**src/hw/rtl/rlec_pkg.sv**
```systemverilog
`timescale 1ns / 1ps
`default_nettype none

package rlec_pkg;

    // Field widths
    localparam int KIND_W  = 3;
    localparam int MODE_W  = 3;
    localparam int CHAN_W  = 8;
    localparam int COLOR_W = 24;
    localparam int HALF_W  = 8;
    localparam int CNT_W8  = 8;
    localparam int HOLD_W  = 16;
    localparam int PHASE_W = 2;
    localparam int WAIT_W  = 3;

    // Configuration port
    localparam int PADDR_W = 4;
    localparam int PDATA_W = 32;

    localparam logic [1:0] REG_PULSE_COLOR   = 2'd0;
    localparam logic [1:0] REG_RAINBOW_TICKS = 2'd1;
    localparam logic [1:0] REG_PULSE_TICKS   = 2'd2;

    localparam logic [COLOR_W-1:0] PULSE_COLOR_RST   = '0;
    localparam logic [HOLD_W-1:0]  RAINBOW_TICKS_RST = 16'd10;
    localparam logic [HOLD_W-1:0]  PULSE_TICKS_RST   = 16'd10;

    // History depth default
    localparam int HISTORY_DEPTH_DEF = 8;

    // Item kinds
    localparam logic [KIND_W-1:0] KIND_TICK        = 3'd0;
    localparam logic [KIND_W-1:0] KIND_SET_MODE    = 3'd1;
    localparam logic [KIND_W-1:0] KIND_PREV_MODE   = 3'd2;
    localparam logic [KIND_W-1:0] KIND_SET_COLOR   = 3'd3;
    localparam logic [KIND_W-1:0] KIND_SET_565     = 3'd4;
    localparam logic [KIND_W-1:0] KIND_OFF         = 3'd5;
    localparam logic [KIND_W-1:0] KIND_OVERRIDE    = 3'd6;
    localparam logic [KIND_W-1:0] KIND_BLINK       = 3'd7;

    // Modes
    localparam logic [MODE_W-1:0] MODE_MANUAL   = 3'd0;
    localparam logic [MODE_W-1:0] MODE_RAINBOW  = 3'd1;
    localparam logic [MODE_W-1:0] MODE_PULSING  = 3'd2;
    localparam logic [MODE_W-1:0] MODE_BLINK    = 3'd3;
    localparam logic [MODE_W-1:0] MODE_OVERRIDE = 3'd4;

    // Effect timing
    localparam logic [WAIT_W-1:0]  BLINK_START_WAIT = 3'd5;
    localparam logic [CHAN_W-1:0]  RAMP_MAX         = 8'd255;
    localparam logic [CHAN_W-1:0]  RAMP_LAST_STEP   = 8'd254;
    localparam logic [PHASE_W-1:0] RAINBOW_LAST     = 2'd2;
    localparam logic [PHASE_W-1:0] PULSE_LAST       = 2'd1;

    typedef struct packed {
        logic [KIND_W-1:0]  kind;
        logic [MODE_W-1:0]  new_mode;
        logic [COLOR_W-1:0] color;
        logic [HALF_W-1:0]  blink_half_ticks;
        logic [CNT_W8-1:0]  blink_count;
    } t_in_item;

    typedef struct packed {
        logic [CHAN_W-1:0] red;
        logic [CHAN_W-1:0] green;
        logic [CHAN_W-1:0] blue;
        logic [MODE_W-1:0] current_mode;
        logic              accepted;
    } t_out_item;

    typedef struct packed {
        logic [COLOR_W-1:0] pulse_color;
        logic [HOLD_W-1:0]  rainbow_step_ticks;
        logic [HOLD_W-1:0]  pulse_step_ticks;
    } t_cfg;

    typedef struct packed {
        logic              push;
        logic              pop;
        logic [MODE_W-1:0] push_mode;
    } t_hist_op;

    typedef struct packed {
        logic              empty;
        logic [MODE_W-1:0] top;
    } t_hist_stat;

    // Running effect state
    typedef struct packed {
        logic [MODE_W-1:0]  mode;
        logic [PHASE_W-1:0] phase;
        logic [CHAN_W-1:0]  step;
        logic [HOLD_W-1:0]  hold;
        logic               lit;
        logic [WAIT_W-1:0]  wait_cnt;
        logic [CNT_W8-1:0]  left;
        logic [COLOR_W-1:0] shown;
    } t_fx;

endpackage

`default_nettype wire

```
**src/hw/rtl/rlec_if.sv**
```systemverilog
`timescale 1ns / 1ps
`default_nettype none

// Command channel
interface rlec_in_if
    import rlec_pkg::*;
();
    logic               valid;
    logic               ready;
    logic [KIND_W-1:0]  kind;
    logic [MODE_W-1:0]  new_mode;
    logic [COLOR_W-1:0] color;
    logic [HALF_W-1:0]  blink_half_ticks;
    logic [CNT_W8-1:0]  blink_count;

    modport source (
        output valid, kind, new_mode, color, blink_half_ticks, blink_count,
        input  ready
    );
    modport sink (
        input  valid, kind, new_mode, color, blink_half_ticks, blink_count,
        output ready
    );
endinterface

// Result channel
interface rlec_out_if
    import rlec_pkg::*;
();
    logic              valid;
    logic              ready;
    logic [CHAN_W-1:0] red;
    logic [CHAN_W-1:0] green;
    logic [CHAN_W-1:0] blue;
    logic [MODE_W-1:0] current_mode;
    logic              accepted;

    modport source (
        output valid, red, green, blue, current_mode, accepted,
        input  ready
    );
    modport sink (
        input  valid, red, green, blue, current_mode, accepted,
        output ready
    );
endinterface

`default_nettype wire

```
**src/hw/rtl/rlec_cfg.sv**
```systemverilog
`timescale 1ns / 1ps
`default_nettype none

module rlec_cfg
    import rlec_pkg::*;
(
    input  wire logic               i_clk,
    input  wire logic               i_rst_n,
    input  wire logic               psel,
    input  wire logic               penable,
    input  wire logic               pwrite,
    input  wire logic [PADDR_W-1:0] paddr,
    input  wire logic [PDATA_W-1:0] pwdata,
    output logic      [PDATA_W-1:0] prdata,
    output logic                    pready,
    output t_cfg                    o_cfg
);

    t_cfg       r_cfg;
    logic       wr_en;
    logic [1:0] reg_idx;

    assign pready  = 1'b1;
    assign reg_idx = paddr[3:2];
    assign wr_en   = psel && penable && pwrite;

    // Register writes on the access phase
    always_ff @(posedge i_clk) begin
        if (!i_rst_n) begin
            r_cfg.pulse_color        <= PULSE_COLOR_RST;
            r_cfg.rainbow_step_ticks <= RAINBOW_TICKS_RST;
            r_cfg.pulse_step_ticks   <= PULSE_TICKS_RST;
        end else if (wr_en) begin
            case (reg_idx)
                REG_PULSE_COLOR:   r_cfg.pulse_color        <= pwdata[COLOR_W-1:0];
                REG_RAINBOW_TICKS: r_cfg.rainbow_step_ticks <= pwdata[HOLD_W-1:0];
                REG_PULSE_TICKS:   r_cfg.pulse_step_ticks   <= pwdata[HOLD_W-1:0];
                default: ;
            endcase
        end
    end

    // Read mux
    always_comb begin
        case (reg_idx)
            REG_PULSE_COLOR:   prdata = PDATA_W'(r_cfg.pulse_color);
            REG_RAINBOW_TICKS: prdata = PDATA_W'(r_cfg.rainbow_step_ticks);
            REG_PULSE_TICKS:   prdata = PDATA_W'(r_cfg.pulse_step_ticks);
            default:           prdata = '0;
        endcase
    end

    assign o_cfg = r_cfg;

endmodule

`default_nettype wire

```
**src/hw/rtl/rlec_hist.sv**
```systemverilog
`timescale 1ns / 1ps
`default_nettype none

// Mode history: circular buffer, a push on a full stack overwrites the oldest
module rlec_hist
    import rlec_pkg::*;
#(
    parameter int HISTORY_DEPTH = HISTORY_DEPTH_DEF
) (
    input  wire logic     i_clk,
    input  wire logic     i_rst_n,
    input  wire t_hist_op i_op,
    output t_hist_stat    o_stat
);

    localparam int IDX_W = (HISTORY_DEPTH > 1) ? $clog2(HISTORY_DEPTH) : 1;
    localparam int CNT_W = $clog2(HISTORY_DEPTH + 1);
    localparam logic [IDX_W-1:0] LAST_IDX  = IDX_W'(HISTORY_DEPTH - 1);
    localparam logic [CNT_W-1:0] DEPTH_CNT = CNT_W'(HISTORY_DEPTH);

    logic [MODE_W-1:0] r_stack [HISTORY_DEPTH];
    logic [IDX_W-1:0]  r_wp;
    logic [CNT_W-1:0]  r_cnt;
    logic [IDX_W-1:0]  rd_idx;
    logic [IDX_W-1:0]  wp_inc;

    // Top of stack sits just below the write pointer
    assign rd_idx = (r_wp == '0) ? LAST_IDX : r_wp - 1'b1;
    assign wp_inc = (r_wp == LAST_IDX) ? '0 : r_wp + 1'b1;

    assign o_stat.empty = (r_cnt == '0);
    assign o_stat.top   = r_stack[rd_idx];

    // Pointer and fill count
    always_ff @(posedge i_clk) begin
        if (!i_rst_n) begin
            r_wp  <= '0;
            r_cnt <= '0;
        end else if (i_op.push) begin
            r_wp <= wp_inc;
            if (r_cnt != DEPTH_CNT) begin
                r_cnt <= r_cnt + 1'b1;
            end
        end else if (i_op.pop) begin
            r_wp  <= rd_idx;
            r_cnt <= r_cnt - 1'b1;
        end
    end

    // Entry storage
    always_ff @(posedge i_clk) begin
        if (i_op.push) begin
            r_stack[r_wp] <= i_op.push_mode;
        end
    end

endmodule

`default_nettype wire

```
**src/hw/rtl/rlec_core.sv**
```systemverilog
`timescale 1ns / 1ps
`default_nettype none

// Effect engine: mode rules, ramps and blink timing, one item per enable
module rlec_core
    import rlec_pkg::*;
(
    input  wire logic       i_clk,
    input  wire logic       i_rst_n,
    input  wire logic       i_en,
    input  wire t_in_item   i_item,
    input  wire t_cfg       i_cfg,
    input  wire t_hist_stat i_hist,
    output t_hist_op        o_hist_op,
    output t_out_item       o_result
);

    t_fx                r_fx;
    logic [COLOR_W-1:0] r_manual;
    logic [COLOR_W-1:0] r_bcol;
    logic [HALF_W-1:0]  r_bhalf;
    logic [CNT_W8-1:0]  r_btot;

    t_fx                n_fx;
    logic [COLOR_W-1:0] n_manual;
    logic [COLOR_W-1:0] n_bcol;
    logic [HALF_W-1:0]  n_bhalf;
    logic [CNT_W8-1:0]  n_btot;

    logic               ok;
    logic               go_prev;
    logic               flash;
    logic               do_push;
    logic [COLOR_W-1:0] c565;
    logic [HOLD_W-1:0]  hc;

    function automatic logic [COLOR_W-1:0] f_rainbow(
        input logic [PHASE_W-1:0] phase,
        input logic [CHAN_W-1:0]  step
    );
        logic [COLOR_W-1:0] c;
        case (phase)
            2'd0:    c = {RAMP_MAX - step, step, 8'd0};
            2'd1:    c = {8'd0, RAMP_MAX - step, step};
            default: c = {step, 8'd0, RAMP_MAX - step};
        endcase
        return c;
    endfunction

    // c*step/255 via reciprocal: (x + (x >> 8) + 1) >> 8 is exact for x = c*step, at most 255*255
    function automatic logic [CHAN_W-1:0] f_pulse_level(
        input logic [CHAN_W-1:0]  c,
        input logic [CHAN_W-1:0]  step,
        input logic [PHASE_W-1:0] phase
    );
        logic [15:0]       prod;
        logic [15:0]       sum;
        logic [CHAN_W-1:0] part;
        prod = 16'(c) * 16'(step);
        sum  = prod + 16'(prod[15:8]) + 16'd1;
        part = sum[15:8];
        return (phase == '0) ? part : c - part;
    endfunction

    function automatic t_fx f_enter(
        input t_fx                cur,
        input logic [MODE_W-1:0]  m,
        input logic [COLOR_W-1:0] mc,
        input logic [CNT_W8-1:0]  btot
    );
        t_fx fx;
        fx          = cur;
        fx.mode     = m;
        fx.phase    = '0;
        fx.step     = '0;
        fx.hold     = '0;
        fx.lit      = 1'b0;
        fx.wait_cnt = '0;
        case (m)
            MODE_MANUAL:  fx.shown = mc;
            MODE_RAINBOW: fx.shown = f_rainbow('0, '0);
            MODE_BLINK: begin
                fx.wait_cnt = BLINK_START_WAIT;
                fx.left     = btot;
                fx.shown    = '0;
            end
            default:      fx.shown = '0;
        endcase
        return fx;
    endfunction

    // One hold tick of a ramp; the step moves when the hold expires, the phase when the step wraps
    function automatic t_fx f_advance(
        input t_fx                cur,
        input logic [HOLD_W-1:0]  ticks,
        input logic [PHASE_W-1:0] last
    );
        t_fx               fx;
        logic [HOLD_W-1:0] len;
        logic [HOLD_W-1:0] cnt;
        fx  = cur;
        len = (ticks == '0) ? HOLD_W'(1) : ticks;
        cnt = cur.hold + 1'b1;
        if (cnt < len) begin
            fx.hold = cnt;
        end else begin
            fx.hold = '0;
            if (cur.step >= RAMP_LAST_STEP) begin
                fx.step  = '0;
                fx.phase = (cur.phase >= last) ? '0 : cur.phase + 1'b1;
            end else begin
                fx.step = cur.step + 1'b1;
            end
        end
        return fx;
    endfunction

    // RGB565 expanded to 8:8:8 with zero low bits
    assign c565 = {i_item.color[15:11], 3'd0, i_item.color[10:5], 2'd0,
                   i_item.color[4:0], 3'd0};

    // Next state for the item in the input register
    always_comb begin
        n_fx     = r_fx;
        n_manual = r_manual;
        n_bcol   = r_bcol;
        n_bhalf  = r_bhalf;
        n_btot   = r_btot;
        ok       = 1'b1;
        go_prev  = 1'b0;
        flash    = 1'b0;
        do_push  = 1'b0;
        hc       = r_fx.hold + 1'b1;

        case (i_item.kind)
            KIND_TICK: begin
                case (r_fx.mode)
                    MODE_RAINBOW: begin
                        n_fx = f_advance(r_fx, i_cfg.rainbow_step_ticks, RAINBOW_LAST);
                        n_fx.shown = f_rainbow(n_fx.phase, n_fx.step);
                    end
                    MODE_PULSING: begin
                        n_fx = f_advance(r_fx, i_cfg.pulse_step_ticks, PULSE_LAST);
                        n_fx.shown = {
                            f_pulse_level(i_cfg.pulse_color[23:16], n_fx.step, n_fx.phase),
                            f_pulse_level(i_cfg.pulse_color[15:8],  n_fx.step, n_fx.phase),
                            f_pulse_level(i_cfg.pulse_color[7:0],   n_fx.step, n_fx.phase)
                        };
                    end
                    MODE_BLINK: begin
                        if (r_fx.wait_cnt != '0) begin
                            // start-up wait before the first flash
                            n_fx.wait_cnt = r_fx.wait_cnt - 1'b1;
                            flash = (n_fx.wait_cnt == '0);
                        end else if (hc < HOLD_W'(r_bhalf)) begin
                            n_fx.hold = hc;
                        end else begin
                            n_fx.hold = '0;
                            if (r_fx.lit) begin
                                n_fx.lit   = 1'b0;
                                n_fx.shown = '0;
                            end else begin
                                if (r_fx.left != '0) begin
                                    n_fx.left = r_fx.left - 1'b1;
                                end
                                flash = 1'b1;
                            end
                        end
                        if (flash) begin
                            if (n_fx.left == '0 || r_bhalf == '0) begin
                                n_fx.left = '0;
                                go_prev   = 1'b1;
                            end else begin
                                n_fx.lit   = 1'b1;
                                n_fx.hold  = '0;
                                n_fx.shown = r_bcol;
                            end
                        end
                    end
                    default: ;
                endcase
            end
            KIND_SET_MODE: begin
                if (i_item.new_mode > MODE_OVERRIDE || i_item.new_mode == r_fx.mode ||
                    r_fx.mode == MODE_BLINK || r_fx.mode == MODE_OVERRIDE) begin
                    ok = 1'b0;
                end else begin
                    do_push = 1'b1;
                    n_fx = f_enter(r_fx, i_item.new_mode, r_manual, r_btot);
                end
            end
            KIND_PREV_MODE: begin
                go_prev = 1'b1;
            end
            KIND_SET_COLOR, KIND_SET_565, KIND_OFF: begin
                if (r_fx.mode != MODE_MANUAL) begin
                    ok = 1'b0;
                end else begin
                    if (i_item.kind == KIND_SET_COLOR) begin
                        n_manual = i_item.color;
                    end else if (i_item.kind == KIND_SET_565) begin
                        n_manual = c565;
                    end else begin
                        n_manual = '0;
                    end
                    n_fx.shown = n_manual;
                end
            end
            KIND_OVERRIDE: begin
                if (r_fx.mode != MODE_OVERRIDE) begin
                    ok = 1'b0;
                end else begin
                    n_fx.shown = i_item.color;
                end
            end
            KIND_BLINK: begin
                if (r_fx.mode == MODE_BLINK) begin
                    ok = 1'b0;
                end else begin
                    n_bcol  = i_item.color;
                    n_bhalf = i_item.blink_half_ticks;
                    n_btot  = i_item.blink_count;
                    do_push = 1'b1;
                    n_fx = f_enter(r_fx, MODE_BLINK, r_manual, i_item.blink_count);
                end
            end
            default: ;
        endcase

        // Return to the previous mode; an empty history falls back to manual
        if (go_prev) begin
            if (i_hist.empty) begin
                n_fx.mode = MODE_MANUAL;
            end else begin
                n_fx = f_enter(n_fx, i_hist.top, n_manual, n_btot);
            end
        end
    end

    assign o_hist_op.push      = i_en && do_push;
    assign o_hist_op.pop       = i_en && go_prev && !i_hist.empty;
    assign o_hist_op.push_mode = r_fx.mode;

    assign o_result.red          = n_fx.shown[23:16];
    assign o_result.green        = n_fx.shown[15:8];
    assign o_result.blue         = n_fx.shown[7:0];
    assign o_result.current_mode = n_fx.mode;
    assign o_result.accepted     = ok;

    // State update on each processed item
    always_ff @(posedge i_clk) begin
        if (!i_rst_n) begin
            r_fx     <= '0;
            r_manual <= '0;
            r_bcol   <= '0;
            r_bhalf  <= '0;
            r_btot   <= '0;
        end else if (i_en) begin
            r_fx     <= n_fx;
            r_manual <= n_manual;
            r_bcol   <= n_bcol;
            r_bhalf  <= n_bhalf;
            r_btot   <= n_btot;
        end
    end

endmodule

`default_nettype wire

```
**src/hw/rtl/rgb_led_effect_mode_controller.sv**
```systemverilog
// Path: a command is captured in the input register and is processed into the result register
// once that register is empty or being read; the result register then offers the result on o_out.
// Throughput: one command or tick per cycle; a new transfer stalls only while the input
// register holds an item and the result register is full and not being read.
// Reset: i_rst_n is synchronous, active low; mode returns to manual, colors, ramps, blink state
// and history count clear, registers take their defaults; history entries are not cleared.
`timescale 1ns / 1ps
`default_nettype none

module rgb_led_effect_mode_controller
    import rlec_pkg::*;
#(
    parameter int HISTORY_DEPTH = HISTORY_DEPTH_DEF
) (
    input  wire logic               i_clk,
    input  wire logic               i_rst_n,
    input  wire logic               psel,
    input  wire logic               penable,
    input  wire logic               pwrite,
    input  wire logic [PADDR_W-1:0] paddr,
    input  wire logic [PDATA_W-1:0] pwdata,
    output logic      [PDATA_W-1:0] prdata,
    output logic                    pready,
    rlec_in_if.sink                 i_in,
    rlec_out_if.source              o_out
);

    t_in_item   r_in;
    logic       r_in_vld;
    t_out_item  r_out;
    logic       r_out_vld;
    logic       adv;
    t_cfg       cfg;
    t_hist_op   hist_op;
    t_hist_stat hist_stat;
    t_out_item  result;

    // Process the held item when the result register is free or draining
    assign adv        = r_in_vld && (!r_out_vld || o_out.ready);
    assign i_in.ready = !r_in_vld || adv;

    // Input register
    always_ff @(posedge i_clk) begin
        if (!i_rst_n) begin
            r_in_vld <= 1'b0;
        end else if (i_in.ready) begin
            r_in_vld <= i_in.valid;
        end
    end

    always_ff @(posedge i_clk) begin
        if (i_in.valid && i_in.ready) begin
            r_in.kind             <= i_in.kind;
            r_in.new_mode         <= i_in.new_mode;
            r_in.color            <= i_in.color;
            r_in.blink_half_ticks <= i_in.blink_half_ticks;
            r_in.blink_count      <= i_in.blink_count;
        end
    end

    rlec_cfg u_cfg (
        .i_clk   (i_clk),
        .i_rst_n (i_rst_n),
        .psel    (psel),
        .penable (penable),
        .pwrite  (pwrite),
        .paddr   (paddr),
        .pwdata  (pwdata),
        .prdata  (prdata),
        .pready  (pready),
        .o_cfg   (cfg)
    );

    rlec_hist #(
        .HISTORY_DEPTH (HISTORY_DEPTH)
    ) u_hist (
        .i_clk   (i_clk),
        .i_rst_n (i_rst_n),
        .i_op    (hist_op),
        .o_stat  (hist_stat)
    );

    rlec_core u_core (
        .i_clk     (i_clk),
        .i_rst_n   (i_rst_n),
        .i_en      (adv),
        .i_item    (r_in),
        .i_cfg     (cfg),
        .i_hist    (hist_stat),
        .o_hist_op (hist_op),
        .o_result  (result)
    );

    // Result register
    always_ff @(posedge i_clk) begin
        if (!i_rst_n) begin
            r_out_vld <= 1'b0;
        end else if (adv) begin
            r_out_vld <= 1'b1;
        end else if (o_out.ready) begin
            r_out_vld <= 1'b0;
        end
    end

    always_ff @(posedge i_clk) begin
        if (adv) begin
            r_out <= result;
        end
    end

    assign o_out.valid        = r_out_vld;
    assign o_out.red          = r_out.red;
    assign o_out.green        = r_out.green;
    assign o_out.blue         = r_out.blue;
    assign o_out.current_mode = r_out.current_mode;
    assign o_out.accepted     = r_out.accepted;

endmodule

`default_nettype wire
```
**src/flat_wrapper.sv**
```systemverilog
// flat-port wrapper written by rule: the top's interface ports become plain ports
module rgb_led_effect_mode_controller_flat import rlec_pkg::*;
#(
    parameter int HISTORY_DEPTH = HISTORY_DEPTH_DEF
)
  (i_clk, i_rst_n, psel, penable, pwrite, paddr, pwdata, prdata, pready, i_in_valid, i_in_kind, i_in_new_mode, i_in_color, i_in_blink_half_ticks, i_in_blink_count, i_in_ready, o_out_valid, o_out_red, o_out_green, o_out_blue, o_out_current_mode, o_out_accepted, o_out_ready);
  rlec_in_if i_in_i ();
  rlec_out_if o_out_i ();
  input  wire logic i_clk;
  input  wire logic i_rst_n;
  input  wire logic psel;
  input  wire logic penable;
  input  wire logic pwrite;
  input  wire logic [PADDR_W-1:0] paddr;
  input  wire logic [PDATA_W-1:0] pwdata;
  output logic      [PDATA_W-1:0] prdata;
  output logic pready;
  input wire logic [$bits(i_in_i.valid)-1:0] i_in_valid;
  input wire logic [$bits(i_in_i.kind)-1:0] i_in_kind;
  input wire logic [$bits(i_in_i.new_mode)-1:0] i_in_new_mode;
  input wire logic [$bits(i_in_i.color)-1:0] i_in_color;
  input wire logic [$bits(i_in_i.blink_half_ticks)-1:0] i_in_blink_half_ticks;
  input wire logic [$bits(i_in_i.blink_count)-1:0] i_in_blink_count;
  output wire logic [$bits(i_in_i.ready)-1:0] i_in_ready;
  output wire logic [$bits(o_out_i.valid)-1:0] o_out_valid;
  output wire logic [$bits(o_out_i.red)-1:0] o_out_red;
  output wire logic [$bits(o_out_i.green)-1:0] o_out_green;
  output wire logic [$bits(o_out_i.blue)-1:0] o_out_blue;
  output wire logic [$bits(o_out_i.current_mode)-1:0] o_out_current_mode;
  output wire logic [$bits(o_out_i.accepted)-1:0] o_out_accepted;
  input wire logic [$bits(o_out_i.ready)-1:0] o_out_ready;
  assign i_in_i.valid = i_in_valid;
  assign i_in_i.kind = i_in_kind;
  assign i_in_i.new_mode = i_in_new_mode;
  assign i_in_i.color = i_in_color;
  assign i_in_i.blink_half_ticks = i_in_blink_half_ticks;
  assign i_in_i.blink_count = i_in_blink_count;
  assign i_in_ready = i_in_i.ready;
  assign o_out_valid = o_out_i.valid;
  assign o_out_red = o_out_i.red;
  assign o_out_green = o_out_i.green;
  assign o_out_blue = o_out_i.blue;
  assign o_out_current_mode = o_out_i.current_mode;
  assign o_out_accepted = o_out_i.accepted;
  assign o_out_i.ready = o_out_ready;
  rgb_led_effect_mode_controller #(.HISTORY_DEPTH(HISTORY_DEPTH)) u_core (.i_clk(i_clk), .i_rst_n(i_rst_n), .psel(psel), .penable(penable), .pwrite(pwrite), .paddr(paddr), .pwdata(pwdata), .prdata(prdata), .pready(pready), .i_in(i_in_i), .o_out(o_out_i));
endmodule
```
**config.mk**
```make
export PLATFORM = sky130hd
export DESIGN_NAME = rgb_led_effect_mode_controller_flat
export DESIGN_NICKNAME = d
export VERILOG_FILES = /design/src/hw/rtl/rlec_pkg.sv /design/src/hw/rtl/rlec_if.sv /design/src/hw/rtl/rlec_cfg.sv /design/src/hw/rtl/rlec_hist.sv /design/src/hw/rtl/rlec_core.sv /design/src/hw/rtl/rgb_led_effect_mode_controller.sv /design/src/flat_wrapper.sv
export SDC_FILE = /design/constraint.sdc
export NUM_CORES = 1
export LEC_CHECK = 0
export BUFFER_PORTS_ARGS = -buffer_cell sky130_fd_sc_hd__buf_2
export CORE_ASPECT_RATIO = 1.25
export CORE_MARGIN = 1.5
export CORE_UTILIZATION = 35
export DETAILED_ROUTE_END_ITERATION = 10
export PLACE_DENSITY = 0.49
export SYNTH_ARGS = -nofsm -noshare
export SYNTH_HDL_FRONTEND = slang
export SYNTH_SLANG_ARGS = --single-unit
```
**constraint.sdc**
```tcl
create_clock -name i_clk -period 26.6 [get_ports i_clk]
set_clock_uncertainty 0.15 [all_clocks]
set_input_delay 5.32 -clock i_clk [delete_from_list [all_inputs] [get_ports i_clk]]
set_output_delay 5.32 -clock i_clk [all_outputs]
set_load 0.005 [all_outputs]
```
Word level (Yosys, flattened, before mapping):

Memories as Yosys holds them, arrays and structs flattened.
Index checks and enable logic that the tools add are counted.

* flip-flop bits (word level): 268
* bits in latches: 0
* memory bits (writable): 24
* bits in read-only memories: 0
* input bits: 89
* memories kept: 1

Memory list
* u_core.u_hist.r_stack: depth 8, width 3, rd ports 1, clocked after Yosys merged registers in 0, wr ports 1, line rlec_hist.sv:21 `logic [MODE_W-1:0] r_stack [HISTORY_DEPTH];`

* add/subtract/negate cells: 19
* multiply operators: 3
* div/mod/pow operators: 0
* magnitude comparators: 7
* equality and inequality tests: 23
* shift-type cells: 0
* mux-type cells: 83
* bitwise gates (word level): 1
* reductions and logical operators: 40

Operators with widths (count)
* 65-bit 2-to-1 mux: 3
* 24-bit 2-to-1 mux: 8
* 32-bit 2-to-1 mux: 5
* 52-bit case mux with 3 select lines: 1
* 24-bit case mux with 2 select lines: 3
* 41-bit case mux with 3 select lines: 1
* 24-bit case mux with 5 select lines: 1
* 16-bit 2-to-1 mux: 5
* 8-bit 2-to-1 mux: 9
* 24-bit case mux with 3 select lines: 1
* 16-bit by 1-bit adder with 16-bit output (second input constant): 4
* 62-bit 2-to-1 mux: 1
* 10-bit 2-to-1 mux: 6
* 17-bit 2-to-1 mux: 3
* 16-bit by 8-bit adder with 16-bit output: 3
* 8-bit by 8-bit multiplier with 16-bit output: 3
* 16-bit zero test: 2
* 16-bit less-than comparator: 2
* 8-bit subtractor: 3
* 11-bit 2-to-1 mux: 2
* 10-bit case mux with 2 select lines: 1
* 3-bit by 2-bit equality test with 1-bit output (second input constant): 6
* 3-bit equality test (second input constant): 6
* 3-bit 2-to-1 mux: 6
* other kinds (39): 91

Logic depth before layout (Yosys ltp):

Gate-level depths: netlist of the first run.

* depth in word-level cells: 17
* depth in mapped cells: 56
* gate-level depth less buffers: 54

Cells and area by module:

From an unflattened synthesis of the first run, not the netlist that was laid out.

* cell total of the unflattened synthesis: 3249
* area, all modules: 26903.3 µm²

By module, submodules not included
* rlec_core: times used 1, cells each 2773, area an instance 20477.1 µm²
* rlec_cfg: times used 1, cells each 287, area an instance 2632.5 µm²
* rgb_led_effect_mode_controller: times used 1, cells each 83, area an instance 2326.0 µm²
* rlec_hist: times used 1, cells each 106, area an instance 1467.7 µm²

Least setup slack after synthesis of the first run:

Ideal clock, no wire load.

* kind: input -> output
* start: in paddr[2]
* end: out prdata[2]
* data arrival time: 6.699 ns
* data required time: 21.130 ns
* setup slack: 14.431 ns
* cell stages on the path: 5
* cell sequence: clkbuf_1 -> buf_1 -> buf_1 -> mux2i_1 -> o21ai_0

* cells in the longest elaborated chain, start to end: 2
* elaborated cells on any way between the ends: 4
* those cells by class: eq/ne (2); mux (1); reduce/logical (1)

Ends and longest elaborated chain
* start, declared: line flat_wrapper.sv:14 `input wire logic [PADDR_W-1:0] paddr;`
* 2-bit equality test (tied with other cells): line rlec_cfg.sv:45 `case (reg_idx)`
* 24-bit case mux with 3 select lines (*): line rlec_cfg.sv:45
* end, declared: line flat_wrapper.sv:16 `output logic [PDATA_W-1:0] prdata;`

Mark *: on every way between the ends. The rest lies on a longest branch, timed or not.

==> flow_summary.ini, run 1 <==
[power_and_ir_drop]
power.leakage_uw = 0.01210
irDropWorstVdd_uv = 39.38
p_per_area_nw_per_um2 = 39.20
finalPower_uw = 1152

[critical_path]
critical_path_class = reg -> reg
rr_worst_depth = 52
endpoint = u_core.o_out.blue[7]
crit_start = u_core.u_core.r_fx[36]
slowest_delay_ns = 0.76
r2r-start = u_core.u_core.r_fx[36]
cp.required_ns = 26.79
critPathMaxFanout = 16
r2r_end = u_core.o_out.blue[7]
arrival_ns = 14.42
r2r_slack_ns = 12.37
crit_path_start_kind = register
worst_path_most_repeated_cell = nand2_1
worst_path_max_delay_cell = o21ai_1
cp-end-kind = register

[place]
io_buffers = 132
dp_hpwl_um = 69500
place_congestion = 0.9186
dpl.cell_count = 4219

[clock_tree]
root_buffer = clkbuf_16
clkSlewWorstSetupHoldPaths_ns = 0.06
htree_levels = 2
hold_buffers = 0
cts_buffer_depth = 3
cts_tree = yes
numCtsBuffers = 35
postCtsResizedCells = 0
clk_latency_ns = 0.59
postCtsSetupBuffers = 0
clock_sinks = 292

[detailed_routing]
viasPerCell = 5.770
drtIter0Drc = 1995
post_drt_wl_per_cell_um = 21.73
wl_um = 93060
dr_total_vias = 24710
drc = 0
dr.pass1.iters = 7
ant_nets = 0

[sta]
setup_viol = 0
finalHoldViolCount = 0
fmax_mhz = 70.29
finalCritPeriodShare_pct = 53.48
fin_crit_ns = 14.23
maxSlewViolCount = 0
relSlewSlack_pct = 15.00
worstMarginPinSlew_ns = 1.270
setup_tns_ns = 0
rsz0062_at_grt = no

[status]
status = finished clean

[floorplanning]
fp.dieH_um = 312.0
die_area_um2 = 78050
ioPinCount = 152
placementRows = 113
dieWidth_um = 250.2
initial_utilization_pct = 35.27
core_um2 = 75780

[final_layout]
layout-drive-gt1-share_pct = 9.316
syn_to_final_growth_pct = 9.918
nets = 3678
layout.cells.non_filler = 4283
final_common_cell = nand2_1
n_fill_cell = 7758
antenna_cells = 0
mostFrequentLayoutCells = nand2_1 (436), inv_1 (240), ha_1 (198)

[global_route]
grt_overflow_total = 0
grt_max_degree = 85
track_usage_pct = 23.48
grt_antenna_before_repair = 2
first_global_vias = 24400
grt_pass1_wl_um = 144800

[synthesis]
synth_edf_count = 98
ys_ff_latch = 292
synth-async-reset-ratio_pct = 0
synth_cells = 3258
ys_seq_area_share_pct = 25.54
syn_area_per_cell_um2 = 8.205
syn_area_um2 = 26730
ys_types = 115
ys.flop_type = dfxtp_1
synth_warnings = 0

[run]
cap_violations = 0

[min_path]
min_path_type = reg -> reg
state kept, by name (all words and copies together) (netlist names), 24 cells and up:
register                flops
u_core.r_in                46
u_core.u_cfg.o_cfg         56
u_core.u_core.r_bcol       24
u_core.u_core.r_fx         62
u_core.u_core.r_manual     24
u_core.u_hist.r_stack      24
synthesized netlist by cell type (17+ instances only):
library cell	instances	area share [%]
xnor2_1	67	2.2
nand4_1	18	0.42
a22oi_1	45	1.3
a211oi_1	32	0.90
a31oi_1	44	1.0
nor3_1	72	1.3
and2_1	149	3.5
nand2b_1	27	0.63
edfxtp_1	98	11
o21ai_0	178	3.3
clkbuf_1	153	2.1
fa_1	112	8.4
a21oi_1	160	3.0
nand2_1	436	6.1
a21o_1	31	0.87
ha_1	198	9.3
xor2_1	35	1.1
a21boi_0	101	2.8
inv_1	240	3.4
nor2b_1	74	1.7
mux2i_1	42	1.6
o21ai_1	17	0.32
nor2_1	194	2.7
nand3_1	62	1.2
buf_2	19	0.36
o211ai_1	42	1.2
nor4_1	21	0.49
o22ai_1	18	0.42
and3_1	29	0.68
dfxtp_1	194	15
o211a_1	19	0.71
final cells by class:
| cell class | instances | area, um2 | share of cell area [%] |
|---|---|---|---|
| multi-input cells | 2533 | 18270 | 62.16 |
| flip-flops and latches | 292 | 6827 | 23.23 |
| well taps | 977 | 1222 | 4.160 |
| repair buffers | 174 | 978.4 | 3.330 |
| clock buffers | 42 | 953.4 | 3.245 |
| inverters | 243 | 913.4 | 3.108 |
| clock inverters | 22 | 224.0 | 0.7622 |
cells by family after synthesis:
logic type | share of synthesized area [%]
other | 0.02809
xor gates and xnor gates | 3.744
AOI/OAI and AO/OA | 23.11
and+or+nand+nor | 21.03
buffers and inverters | 6.548
muxes | 2.265
DFF | 25.54
adders and majority gates | 17.73
worst min-delay path by stage:
stage                                         from                        to  slack, ns  cells after the start
after global placement    u_core.u_core.r_bcol[18]  u_core.u_core.r_bcol[18]       0.30                      2
final                      u_core.u_core.r_bcol[8]   u_core.u_core.r_bcol[8]       0.32                      2
after floorplan           u_core.u_core.r_bcol[18]  u_core.u_core.r_bcol[18]       0.29                      2
after detailed placement   u_core.u_core.r_bcol[8]   u_core.u_core.r_bcol[8]       0.31                      2
after global routing       u_core.u_core.r_bcol[9]   u_core.u_core.r_bcol[9]       0.33                      2
after CTS                  u_core.u_core.r_bcol[8]   u_core.u_core.r_bcol[8]       0.32                      2
power by group:
part | total (uW) | internal [uW] | leakage (uW) | switching (uW)
clock | 501 | 281 | 0.000566 | 220
combinational | 153 | 52.5 | 0.00902 | 101
sequential | 498 | 477 | 0.00251 | 20.4
total | 1150 | 810 | 0.0121 | 341
metal layers:
metal / vias to the layer above / wire length [um] / global-route usage [%]
met1: 12080 / 39050 / 29.27
met5: - / 7 / 0
met2: 858 / 44730 / 40.65
met4: 2 / 4255 / 10.28
met3: 196 / 5017 / 2.857
li1: 11570 / - / -
metrics by stage:
| stage | hold WS (ns) | utilization [%] | setup slack (ns) | cell area [um2] |
|---|---|---|---|---|
| floorplan | 0.2890 | - | 14.43 | 26760 |
| global placement | 0.3012 | 37.22 | 12.61 | 28210 |
| detailed placement | 0.3098 | 37.22 | 12.54 | 28210 |
| CTS | 0.3182 | 38.77 | 12.49 | 29380 |
| global route | 0.3345 | 38.77 | 11.48 | 29380 |
| finish | 0.3169 | 38.77 | 12.37 | 29380 |
critical path: cells and delay by family, from the launching register on:
kind,cells,cell delay (ns)
buffers and inverters,5,0.61
AO/OA/AOI/OAI,13,3.68
XOR/XNOR,6,1.71
adder cells (fa/ha/maj),10,3.94
AND/OR/NAND/NOR,18,3.31
flip-flops,1,0.54
(Power assumes the default switching activity.)
==> inputs of run 2 (changes only) <==
ABC_AREA = 1   (was default)
clock period = 14.6 ns   (was 26.6 ns; I/O delays follow)
==> flow_summary.ini, run 2 <==
[sta]
finalCritPeriodShare_pct = 84.54
relSlewSlack_pct = 17.95
maxSlewViolCount = 0
worstMarginPinSlew_ns = 1.226
fmax_mhz = 81.02
setup_viol = 0
rsz0062_at_grt = no
fin_crit_ns = 12.34
setup_tns_ns = 0
finalHoldViolCount = 0

[synthesis]
yosysTopAreaCell = dfxtp_1
ys_seq_area_share_pct = 25.16
synth_edf_count = 98
ys_top_cells_by_count = nand2_1 (812), inv_1 (607), nor2_1 (425)
synth_area_leaders = dfxtp_1 (14%), nand2_1 (11%), edfxtp_1 (11%)
ys_types = 57
syn_area_um2 = 27130
ys.flop_type = dfxtp_1
synth-async-reset-ratio_pct = 0
synth_warnings = 0
synth.most_common_cell = nand2_1
syn_area_per_cell_um2 = 6.758
synth_cells = 4015
yosysTopAreaCellShare_pct = 14.31
ys_ff_latch = 292

[detailed_routing]
wl_um = 94990
dr_total_vias = 26280
viasPerCell = 5.197
dr.pass1.iters = 5
ant_nets = 0
post_drt_wl_per_cell_um = 18.78
drc = 0
drtIter0Drc = 1883

[clock_tree]
clk_latency_ns = 0.59
htree_levels = 2
cts_buffer_depth = 3
root_buffer = clkbuf_16
clock_sinks = 292
numCtsBuffers = 37
clkSlewWorstSetupHoldPaths_ns = 0.07
cts_tree = yes
postCtsResizedCells = 0
hold_buffers = 0
postCtsSetupBuffers = 0

[global_route]
grt_overflow_total = 0
first_global_vias = 25700
grt_pass1_wl_um = 148200
grt_antenna_before_repair = 0
track_usage_pct = 23.88
grt_max_degree = 80

[critical_path]
crit_path_start_kind = register
worst_path_most_repeated_cell = nand2_1
slowest_delay_ns = 0.81
cp-end-kind = register
arrival_ns = 12.53
critPathMaxFanout = 19
r2r_slack_ns = 2.26
path_buf_inv = 9
crit_family = adder cells
cp.required_ns = 14.79
worst_path_max_delay_cell = o21ai_2
critical_path_class = reg -> reg

[min_path]
min_path_type = reg -> reg

[status]
status = finished clean

[power_and_ir_drop]
p_sw_uw = 1021
p_per_area_nw_per_um2 = 88.97
swShare_pct = 38.56
p_clk_share_pct = 34.5
p_seq_share_pct = 34.6
internal_power_uw = 1627
combPwrFrac_pct = 30.8
power.leakage_uw = 0.01387
irDropWorstVdd_uv = 84.96

[place]
place_congestion = 0.8968
dp_hpwl_um = 70450
io_buffers = 132

[floorplanning]
ioPinCount = 152
initial_utilization_pct = 35.54
die_area_um2 = 79210
placementRows = 113
dieWidth_um = 252.0
fp.dieH_um = 314.3
core_um2 = 76350

[run]
cap_violations = 0

[final_layout]
mostFrequentLayoutCells = nand2_1 (811), inv_1 (605), nor2_1 (420)
nets = 4451
layout-drive-gt1-share_pct = 6.887
antenna_cells = 0
largest_register_ffs = 62
final_common_cell = nand2_1
utilization_pct = 38.98
syn_to_final_growth_pct = 9.693
top_register = u_core.u_core.r_fx
run 2: routing by layer:
layer	up-vias	GRT usage (%)	part of all wire [%]
li1	13220	-	-
met1	12320	30.43	44
met2	607	42.07	49
met3	137	2.249	3.9
met4	0	8.097	3.1
met5	-	0	0
run 2: per-stage QoR:
stage / cell area (um2) / setup slack [ns] / hold WS, ns / power, uW / cells
final: 29760 / 2.258 / 0.3055 / 2648 / 5057
after global routing: 29760 / 1.204 / 0.3441 / 2802 / 5057
after CTS: 29760 / 2.216 / 0.3052 / 2677 / 5057
after detailed placement: 28600 / 2.259 / 0.2976 / 1746 / 4990
after global placement: 28600 / 2.260 / 0.2915 / 1748 / 4990
after floorplan: 27160 / 4.822 / 0.2799 / 1458 / 4022
run 2: logic make-up (layout without fill, tap and decap cells):
group                    after synthesis  in the layout  share of synthesized area (%)
adder cells (fa/ha/maj)              310            310                          17.39
AO/OA/AOI/OAI                        966            966                          19.67
other                                  2              9                        0.02768
AND/OR/NAND/NOR                     1552           1552                          23.69
flip-flops                           292            292                          25.16
buffers and inverters                824            882                          11.80
XOR/XNOR                              69             69                          2.255
run 2: worst paths after layout:
kind / from / to / cells after the start
max reg2reg: u_core.u_core.r_fx[36] / u_core.o_out.blue[7] / 56
max: u_core.u_core.r_fx[36] / u_core.o_out.blue[7] / 56
min reg2reg: u_core.u_core.r_bcol[20] / u_core.u_core.r_bcol[20] / 2
min: u_core.u_core.r_bcol[20] / u_core.u_core.r_bcol[20] / 2
run 2: area by class of cell:
class                   count  area [um2]
repair buffers            167       925.9
multi-input cells        2906       17190
clock buffers              47       983.4
well taps                 977        1222
flip-flops and latches    292        6827
fillers                  8223       46580
clock inverters            20       176.4
inverters                 648        2440
run 2: power by group through the flow:
stage | sequential [uW] | combinational (uW) | clock (uW)
after CTS | 916 | 817 | 943
final | 917 | 817 | 915
after global placement | 934 | 814 | 0
after floorplan | 918 | 540 | 0
after global routing | 921 | 911 | 970
after detailed placement | 934 | 812 | 0
run 2: tightest hold or removal path, delay by kind of cell (launching register included):
kind,cells,cell delay (ns)
AO/OA/AOI/OAI,1,0.05
flip-flops,1,0.29
buffers and inverters,1,0.06
==> inputs of run 3 (changes only) <==
ABC_AREA = 0   (was 1)
clock period = 12.55 ns   (was 14.6 ns; I/O delays follow)
==> flow_summary.ini, run 3 (synthesis results as in run 1) <==
[global_route]
grt_max_degree = 86
first_global_vias = 24800
grt_pass1_wl_um = 146100
track_usage_pct = 23.68
grt_overflow_total = 0
grt_antenna_before_repair = 0

[detailed_routing]
post_drt_wl_per_cell_um = 21.31
viasPerCell = 5.663
dr_total_vias = 24940
dr.pass1.iters = 9
wl_um = 93840
drtIter0Drc = 1959
drc = 0
ant_nets = 0

[final_layout]
final_common_cell = nand2_1
n_fill_cell = 7731
area.sequential_um2 = 6828
mostFrequentLayoutCells = nand2_1 (436), inv_1 (240), ha_1 (197)
nets = 3799
antenna_cells = 0
layout-drive-gt1-share_pct = 12.66
multi_input_area_um2 = 18310
syn_to_final_growth_pct = 13.87
top_register = u_core.u_core.r_fx
largest_register_ffs = 62

[sta]
fin_crit_ns = 11.91
layout_setup_ws_ns = 0.6395
finalCritPeriodShare_pct = 94.90
setup_viol = 0
worstMarginPinSlew_ns = 1.116
rsz0062_at_grt = no
setup_tns_ns = 0
relSlewSlack_pct = 25.34
finalHoldViolCount = 0
maxSlewViolCount = 0
fmax_mhz = 83.96

[place]
pre_cts_slack_ns = 0.5087
place_congestion = 0.9061
dp_hpwl_um = 70520
io_buffers = 132

[floorplanning]
fp.dieH_um = 312.0
ioPinCount = 152
die_area_um2 = 78050
initial_utilization_pct = 35.27
placementRows = 113
core_um2 = 75780
dieWidth_um = 250.2

[critical_path]
path_buf_inv = 6
crit_path_start_kind = register
cp-end-kind = register
cp.required_ns = 12.83
worst_path_max_delay_cell = fa_1
arrival_ns = 12.19
critPathMaxFanout = 16
slowest_delay_ns = 0.50
crit_family = adder cells
critical_path_class = reg -> reg

[clock_tree]
postCtsResizedCells = 0
numCtsBuffers = 36
root_buffer = clkbuf_16
cts_tree = yes
hold_buffers = 0
cts_buffer_depth = 3
clock_sinks = 292
htree_levels = 2
postCtsSetupBuffers = 0
clk_latency_ns = 0.58
clkSlewWorstSetupHoldPaths_ns = 0.06

[power_and_ir_drop]
p_per_area_nw_per_um2 = 83.49
power.leakage_uw = 0.01275
irDropWorstVdd_uv = 151.2

[status]
status = finished clean

[min_path]
min_path_type = reg -> reg

[run]
cap_violations = 0
run 3: worst reg2reg max path, delay by kind of cell, from the launching register on:
| family | cells | cell delay (ns) |
|---|---|---|
| buf+inv | 6 | 1.00 |
| flops | 1 | 0.45 |
| compound gates | 14 | 2.92 |
| simple gates | 14 | 2.31 |
| xor+xnor | 5 | 1.36 |
| fa+ha+maj | 9 | 3.56 |
run 3: area by class of cell:
type,count,share of cell area [%]
clock buffers,42,3.103
clock inverters,23,1.134
inverters,243,3.001
multi-input cells,2533,60.14
flip-flops and latches,292,22.43
well taps,977,4.016
repair buffers,294,6.174
run 3: routing by layer:
layer	share of wire, %	global-route usage, %	wire (um)
met3	5.0	2.723	4735
met4	4.1	9.945	3880
met2	48	40.89	45500
met1	42	29.86	39730
met5	0	0	0
run 3: path summary, 6_finish.rpt:
kind                                              start                      end  slack [ns]  depth (start not counted)
worst min-delay path            u_core.u_core.r_bcol[8]  u_core.u_core.r_bcol[8]        0.31                          2
worst max register to register   u_core.u_core.r_fx[42]    u_core.o_out.green[7]        0.64                         48
worst max-delay path             u_core.u_core.r_fx[42]    u_core.o_out.green[7]        0.64                         48
worst min register to register  u_core.u_core.r_bcol[8]  u_core.u_core.r_bcol[8]        0.31                          2
run 3: where the power goes:
part	switching, uW	internal, uW
logic	217	116
registers	41.6	1010
clock network	463	692
run 3: through the flow:
stage	instance area, um2	hold slack, ns	util [%]	cells	power [uW]
final	30440	0.3147	40.17	4404	2542
after global routing	30440	0.3296	40.17	4404	2631
after CTS	30390	0.3147	40.11	4404	2564
after detailed placement	29100	0.3064	38.40	4339	1401
after global placement	29100	0.3014	38.40	4339	1397
after floorplan	26760	0.2890	-	3265	1266
